### config.mk
export PLATFORM = sky130hd
export DESIGN_NAME = rpfa_ctrl
export DESIGN_NICKNAME = d
export VERILOG_FILES = /design/src/rpfa_pkg.sv /design/src/rpfa_ctrl.sv
export SDC_FILE = /design/constraint.sdc
export NUM_CORES = 1
export LEC_CHECK = 0
export ABC_AREA = 1
export ABC_CLOCK_PERIOD_IN_PS = 1570
export BUFFER_PORTS_ARGS = -buffer_cell sky130_fd_sc_hd__buf_2
export CAP_MARGIN = 40
export CORE_AREA = 2 2 39 41
export CTS_CLUSTER_SIZE = 28
export DETAILED_ROUTE_END_ITERATION = 7
export DIE_AREA = 0 0 41 43
export SYNTH_ARGS = -nofsm -noshare
export SYNTH_HDL_FRONTEND = slang
export SYNTH_SLANG_ARGS = --single-unit
### constraint.sdc
create_clock -name clock -period 1.57 [get_ports clock]
set_input_delay 0.0785 -clock clock [delete_from_list [all_inputs] [get_ports clock]]
set_output_delay 0.0785 -clock clock [all_outputs]
set_load 0.02 [all_outputs]
### src/rpfa_pkg.sv
`default_nettype none

package rpfa_pkg;

   localparam int ADDR_W = 40;
   localparam int REF_W  = 8;
   localparam int DATA_W = 64;
   localparam int PADDR_W = 4;

   localparam logic [ADDR_W-1:0] CSR_ADDR_RESET = 40'h00_8000_0000;

   // register select is paddr[3], registers sit 8 bytes apart
   localparam logic CSR_IDX_REGION_BASE = 1'b0;
   localparam logic CSR_IDX_FIRST_FREE  = 1'b1;

   typedef enum logic [1:0] {
      CMD_ALLOC    = 2'd0,
      CMD_FREE     = 2'd1,
      CMD_ADD_REF  = 2'd2,
      CMD_READ_REF = 2'd3
   } cmd_type;

   typedef enum logic [2:0] {
      STS_OK        = 3'd0,
      STS_NO_MEM    = 3'd1,
      STS_BAD_ADDR  = 3'd2,
      STS_UNDERFLOW = 3'd3,
      STS_SATURATED = 3'd4
   } status_type;

   typedef struct packed {
      cmd_type            command;
      logic [ADDR_W-1:0]  phys_addr;
   } req_type;

   typedef struct packed {
      status_type         status;
      logic [ADDR_W-1:0]  page_addr;
      logic [REF_W-1:0]   refcnt;
      logic               released;
   } rsp_type;

   typedef enum logic [1:0] {
      S_CLEAR,
      S_IDLE,
      S_DECODE,
      S_EXEC
   } state_type;

   typedef struct packed {
      logic load;
      logic clear;
      logic decode;
      logic exec;
   } ctrl_cmd_type;

   typedef struct packed {
      logic clear_last;
   } ctrl_sts_type;

endpackage

`default_nettype wire

### src/rpfa_ctrl.sv
`default_nettype none

module rpfa_ctrl
   import rpfa_pkg::*;
(
   input  wire logic         clock,
   input  wire logic         reset,
   input  wire logic         start,
   output logic              busy,
   output ctrl_cmd_type      cmd,
   input  wire ctrl_sts_type sts
);

   state_type state_ff;
   state_type state_in;

   always_ff @(posedge clock) begin
      if (reset) begin
         state_ff <= S_CLEAR;
      end else begin
         state_ff <= state_in;
      end
   end

   always_comb begin
      state_in = state_ff;
      unique case (state_ff)
         S_CLEAR: begin
            if (sts.clear_last) begin
               state_in = S_IDLE;
            end
         end
         S_IDLE: begin
            if (start) begin
               state_in = S_DECODE;
            end
         end
         S_DECODE: begin
            state_in = S_EXEC;
         end
         S_EXEC: begin
            state_in = S_IDLE;
         end
         default: begin
            state_in = S_CLEAR;
         end
      endcase
   end

   always_comb begin
      cmd  = '0;
      busy = 1'b1;
      unique case (state_ff)
         S_CLEAR: begin
            cmd.clear = 1'b1;
         end
         S_IDLE: begin
            busy     = 1'b0;
            cmd.load = start;
         end
         S_DECODE: begin
            cmd.decode = 1'b1;
         end
         S_EXEC: begin
            cmd.exec = 1'b1;
         end
         default: begin
            cmd = '0;
         end
      endcase
   end

   // the clearing pass only ends on its last entry
   a_clear_exit: assert property (@(posedge clock) disable iff (reset)
      ($past(state_ff) == S_CLEAR && state_ff == S_IDLE) |-> $past(sts.clear_last))
      else $error("clearing pass left early");

endmodule

`default_nettype wire

==> impl_metrics.csv, run 1 <==
group,metric,value,unit
outcome,status,"finished clean",
floorplanning,die_w,41,µm
drt,antenna_left,0,
drt,detail_route.first_pass.iterations,2,
synthesis,synth_compound_area_share,8.088,%
critical_path,r2r_slack,0.48,ns
critical_path,crit_type,"reg2out",
sta,hold_viol_final,0,
power_and_ir_drop,p_per_area,1577,mW/mm²
place,portBuffers,8,
layout,final_core_util,18.26,%
critical_path,arrival,1.12,ns
grt,antenna_found_initial,0,
synthesis,synth_top_area_share,29.41,%
drt,wl_per_cell,6.255,µm
clock_network,cts_resized,0,
synthesis,yosysUniqueCellTypes,9,
power_and_ir_drop,max-vdd-ir-drop,283.6,µV
power_and_ir_drop,power_frac_seq,21.5,%
clock_network,numCtsBuffers,3,
layout,syn_to_final_growth,48.53,%
sta,clock_skew,0.002064,ns
grt,grtUsageTotal,4.819,%
synthesis,synth.avg_cell_area,7.090,µm²
synthesis,synth.mux.area_fraction,0,%
synthesis,synth_top_family_by_area,"adder cells",
power_and_ir_drop,p_leak,0.1567,nW
sta,finalSetupViolCount,0,
synthesis,synthSimpleGateAreaFrac,23.53,%
clock_network,cts_tree,"built",
drt,drt_wl_total,319,µm
place,hpwlAfterDp,243.7,µm
clock_network,hold_buffers,0,
synthesis,ys_seq_area_share,23.53,%
floorplanning,rows,14,
critical_path,end_kind,"primary output",
synthesis,synth.net_count,32,
sta,slew_headroom,90.85,%
drt,first_iter_violations,3,
layout,regMostFlops,"state_ff",
layout,instances_no_fill,51,
clock_network,clk_path_buf_depth,2,
layout,final_design_area_no_fill,252.7,µm²
sta,finalWorstSetupSlack,0.3742,ns
synthesis,synth_edf_count,0,
sta,drv_slew,0,
synthesis,synthCells,24,
synthesis,synth_xor_area_share,0,%
floorplanning,io_pins,9,
sta,tns,0,ns
place,gp_congestion,0.6044,
drt,dr_total_vias,160,
layout,fin_nets,45,
power_and_ir_drop,clockPowerShare,28.8,%
layout,multi_input_area,103.9,µm²
synthesis,yosysMostFrequentCell,"inv_1",
synthesis,post-synth-top-area-cell,"ha_1",
drt,route.detailed.drc,0,
layout,drive_gt1_share,37.14,%
layout,reg_top3,"state_ff: 2 flops",
synthesis,yosys_warnings,0,
synthesis,synth_area_leaders,"ha_1 (29%), dfxtp_1 (24%), inv_1 (15%), nand2_1 (13%), a21oi_2 (5.1%)",
synthesis,yosys-top-cells-count,"inv_1 (7), nand2_1 (6), ha_1 (4)",
power_and_ir_drop,power.internal,227.3,µW
grt,grt_overflow,0,
grt,grt_pass1_vias,145,
layout,antenna_cells,0,
critical_path,cp_max_fo,4,
worst_hold_path,worstHoldPathType,"in2reg",
grt,grt_max_degree,5,
synthesis,synthesis.area,170.2,µm²
synthesis,async_flop_share,0,%
synthesis,ys_ff_latch,2,
sta,layout_min_cycle_time,1.196,ns
critical_path,start_kind,"register",
critical_path,required,1.49,ns
place,pre_cts_ws,0.4880,ns
synthesis,synth-main-ff-cell,"dfxtp_1",
floorplanning,die-area,0.001763,mm²
floorplanning,die_h,43,µm
flow_run,drv_cap,0,
power_and_ir_drop,swShare,42.98,%
synthesis,synthAdderAreaFrac,29.41,%
sta,tightest_slew,0.1371,ns
clock_network,cts_htree_levels,1,
clock_network,clock_latency,0.22,ns
layout,final-seq-area,40.04,µm²
floorplanning,coreArea,0.001384,mm²
layout,fillers,157,
sta,period_share,76.17,%
clock_network,clkTransAtPathRegs,0.03,ns
layout,largest_register_ffs,2,
power_and_ir_drop,p_switching,171.3,µW
power_and_ir_drop,combPwrFrac,49.8,%
sta,rsz0062_at_grt,"false",
drt,vias_per_cell,3.137,
clock_network,postCtsSetupBuffers,0,
grt,grt_pass1_wl,448,µm
place,placed_area,230.2,µm²
sta,fmax,836.2,MHz
clock_network,clock-root-buffer,"clkbuf_4",
clock_network,cts.sinks,2,
place,place_inst,48,
floorplanning,initial_utilization,12.30,%
## stage by stage
step                total power [mW]  hold slack [ns]
floorplan                     0.2418           0.1409
global placement              0.2871           0.2576
detailed placement            0.2866           0.2558
CTS                           0.4123          0.01168
global route                  0.4322          0.02354
finish                        0.3986          0.02220
## area by class of cell
class | count | share of cell area (%)
well taps | 16 | 7.921
clock buffers | 3 | 8.911
multi-input cells | 15 | 41.09
inverters | 7 | 10.40
flip-flops and latches | 2 | 15.84
repair buffers | 8 | 15.84
## layout by cell type, fill, tap and decap left out, drive strengths merged
cell	instances
buf	8
nor2	1
clkbuf	3
dfxtp	2
nand3b	1
ha	4
nand2	7
a21oi	2
inv	7
## worst max-delay path: stages, from the launching register on
cell and delay (ns):
dfxtp_1 0.36, inv_1 0.07, ha_1 0.22, nand2_1 0.07, inv_1 0.03, buf_2 0.14
## power by group through the flow
stage	registers (mW)	logic, mW	clock network (mW)
floorplan	0.0828	0.159	0
global placement	0.0872	0.200	0
detailed placement	0.0868	0.200	0
CTS	0.0862	0.202	0.124
global route	0.0895	0.220	0.123
finish	0.0856	0.198	0.115
## per-layer routing
layer	global-route usage [%]	vias up	share of wire, %
met5	0	-	0
met4	10.00	0	0
met3	3.665	0	14
met2	5.625	6	46
met1	2.572	63	39
li1	-	91	-
## logic make-up (layout without fill, tap and decap cells)
logic type / count (synthesis) / in the layout
AND/OR/NAND/NOR: 9 / 9
buffers and inverters: 7 / 18
adder cells (fa/ha/maj): 4 / 4
flip-flops: 2 / 2
AO/OA/AOI/OAI: 2 / 2
## path summary, 6_finish.rpt
| kind | from | end | depth (start not counted) |
|---|---|---|---|
| setup / recovery | state_ff[1] | cmd[3] | 5 |
| hold / removal | reset | state_ff[0] | 2 |
| setup reg to reg | state_ff[0] | state_ff[1] | 5 |
| hold reg to reg | state_ff[0] | state_ff[0] | 2 |
Note: power is estimated with default switching activity, not from simulation.
==> run 2, diff against run 1 <==
--- a/config.mk
+++ b/config.mk
@@ -5,8 +5,8 @@
 export SDC_FILE = /design/constraint.sdc
 export NUM_CORES = 1
 export LEC_CHECK = 0
-export ABC_AREA = 1
-export ABC_CLOCK_PERIOD_IN_PS = 1570
+export ABC_AREA = 0
+export ABC_CLOCK_PERIOD_IN_PS = 950
 export BUFFER_PORTS_ARGS = -buffer_cell sky130_fd_sc_hd__buf_2
 export CAP_MARGIN = 40
 export CORE_AREA = 2 2 39 41
==> constraint.sdc (replaced) <==
create_clock -name clock -period 0.95 [get_ports clock]
set_input_delay 0.0475 -clock clock [delete_from_list [all_inputs] [get_ports clock]]
set_output_delay 0.0475 -clock clock [all_outputs]
set_load 0.02 [all_outputs]
==> run 2 against run 1 <==
- the run now ends with negative setup slack left
- clock power up 60%
- setup slack worse by 0.53 ns
- clock-buffer cell count unchanged
- final area is 44% higher
- hold slack improved by 0.18 ns
- sequential share of layout area down 3.5 points
- largest cell class unchanged
- largest power group unchanged
==> impl_metrics.csv, run 2 <==
group,metric,value,unit
sta,hold_viol_final,0,
grt,antenna_found_initial,0,
grt,grtUsageTotal,6.406,%
power_and_ir_drop,p_per_area,2196,mW/mm²
floorplanning,coreArea,0.001384,mm²
critical_path,cp-startpoint,"state_ff[0]",
place,hpwlAfterDp,283.6,µm
synthesis,yosys_warnings,0,
critical_path,crit_type,"reg2reg",
layout,antenna_cells,0,
drt,dr_total_vias,167,
sta,period_share,116.3,%
sta,tightest_slew,0.1563,ns
sta,rsz0062_at_grt,"true",
clock_network,clk_path_buf_depth,2,
grt,grt_max_degree,5,
clock_network,numCtsBuffers,3,
synthesis,ys_seq_area_share,24.06,%
flow_run,drv_cap,0,
place,pre_cts_ws,-0.1080,ns
outcome,violations,"negative setup slack",
layout,regMostFlops,"state_ff",
sta,slew_headroom,89.47,%
outcome,status,"finished with violations",
floorplanning,die_w,41,µm
synthesis,post-synth-top-area-cell,"ha_1",
place,gp_congestion,0.5589,
clock_network,cts_htree_levels,1,
synthesis,synthesis.area,166.4,µm²
floorplanning,io_pins,9,
synthesis,synth.avg_cell_area,8.758,µm²
clock_network,cts_tree,"built",
synthesis,yosys-top-cells-count,"ha_1 (4), inv_1 (4), a21oi_1 (2), dfxtp_1 (2), nand2b_1 (2)",
layout,drive_gt1_share,72.73,%
critical_path,end_kind,"register",
drt,maxUsedRoutingLayer,"met3",
layout,final_cell_mix,"buf_6 (5), buf_2 (4), inv_4 (3), ha_4 (3), clkbuf_4 (3)",
grt,grt_overflow,0,
place,portBuffers,8,
synthesis,async_flop_share,0,%
critical_path,cp_max_fo,4,
worst_hold_path,hold_start,"sts",
layout,syn_to_final_growth,118.8,%
critical_path,arrival,1.24,ns
grt,grt_pass1_vias,179,
drt,detail_route.first_pass.iterations,1,
worst_hold_path,worstHoldPathType,"in2reg",
sta,fmax,905.2,MHz
drt,met2_length,230,µm
drt,route.detailed.drc,0,
synthesis,synth.net_count,27,
layout,fin_nets,43,
clock_network,clock_latency,0.22,ns
synthesis,synth-main-ff-cell,"dfxtp_1",
synthesis,ys_ff_latch,2,
critical_path,rr_startpoint,"state_ff[0]",
sta,clock_skew,0.001340,ns
clock_network,clock-root-buffer,"clkbuf_4",
floorplanning,initial_utilization,12.03,%
critical_path,required,1.09,ns
drt,wl_met3,27,µm
layout,final_common_cell,"buf_6",
floorplanning,die_h,43,µm
layout,largest_register_ffs,2,
drt,m1WireLength,142,µm
clock_network,cts.sinks,2,
layout,fillers,149,
grt,grt_pass1_wl,662,µm
power_and_ir_drop,max-vdd-ir-drop,437.6,µV
drt,first_iter_violations,0,
floorplanning,die-area,0.001763,mm²
sta,drv_slew,0,
drt,wl_per_cell,8.163,µm
layout,reg_top3,"state_ff: 2 flops",
sta,finalWorstSetupSlack,-0.1547,ns
drt,drt_wl_total,400,µm
drt,antenna_left,0,
synthesis,synth_edf_count,0,
synthesis,synth_area_leaders,"ha_1 (30%), dfxtp_1 (24%), inv_1 (9.0%), nor2b_4 (8.3%), nand2b_1 (7.5%)",
critical_path,start_kind,"register",
synthesis,synthCells,19,
synthesis,synth_top_area_share,30.08,%
sta,hold-worst-slack,0.2057,ns
synthesis,yosysUniqueCellTypes,10,
sta,layout_min_cycle_time,1.105,ns
floorplanning,rows,14,
drt,vias_per_cell,3.408,
clock_network,clkTransAtPathRegs,0.03,ns
power_and_ir_drop,p_leak,0.1601,nW
sta,finalSetupViolCount,7,
[run 2: cell types whose count changed after synthesis, sizes merged]
cell | previous run | this run
inv | 7 | 4
mux2i | 0 | 1
nand2 | 7 | 0
nand2b | 0 | 2
nand3b | 1 | 0
nor2b | 0 | 1
o21ai | 0 | 1
or2 | 0 | 1
[run 2: metal layers]
metal,global-route usage (%),vias to the layer above
li1,-,87
met1,4.459,74
met2,9.063,6
met3,4.712,0
met4,8.000,0
met5,0,-
[run 2: critical path: stages (launching register included)]
cell and delay [ns]:
dfxtp_4 0.37, inv_4 0.05, ha_4 0.14, nor2b_4 0.12, or2_0 0.20, a21oi_1 0.14
[run 2: worst paths after layout]
check | endpoint | slack [ns] | depth (start not counted)
worst max-delay path | state_ff[0] | -0.15 | 5
worst max register to register | state_ff[0] | -0.15 | 5
worst min-delay path | state_ff[1] | 0.21 | 4
worst min register to register | state_ff[0] | 0.55 | 2
[run 2: power by group]
part	leakage, nW	total, mW	internal [mW]	switching (mW)
Combinational	0.129	0.469	0.238	0.230
Clock	0.0138	0.184	0.139	0.0452
Sequential	0.0175	0.147	0.116	0.0309
[run 2: final cells by class]
class	instances	area (µm²)	share of cell area, %
multi-input cells	13	160.2	43.99
repair buffers	11	93.84	25.77
flip-flops and latches	2	45.04	12.37
clock buffers	3	22.52	6.186
inverters	4	22.52	6.186
well taps	16	20.02	5.498
[run 2: through the flow]
| stage | utilization [%] | instances | TNS [ns] | power [mW] | area (µm²) |
|---|---|---|---|---|---|
| final | 26.31 | 49 | -0.6448 | 0.7994 | 364.1 |
| after CTS | 25.77 | 49 | -0.7099 | 0.8015 | 356.6 |
| after detailed placement | 18.99 | 45 | -0.2149 | 0.4864 | 262.8 |
| after global placement | 18.99 | 45 | -0.1990 | 0.4863 | 262.8 |
| after global routing | 26.31 | 49 | -0.9898 | 0.8680 | 364.1 |
| after floorplan | - | 19 | -0.2110 | 0.3950 | 187.7 |
[run 2: what timing repair did]
action                                 in CTS  in global routing
hold buffers                                1                  0
setup endpoints to repair                   7                  7
pin swaps                                   3                  0
resized for setup                          17                  2
endpoints found under the hold margin       1                  0
buffers inserted                            0                  0
[run 2: kinds of logic after synthesis]
family | share of synthesized area [%]
simple gates | 21.80
buf+inv | 9.020
fa+ha+maj | 30.08
compound gates | 9.020
flops | 24.06
mux | 6.015
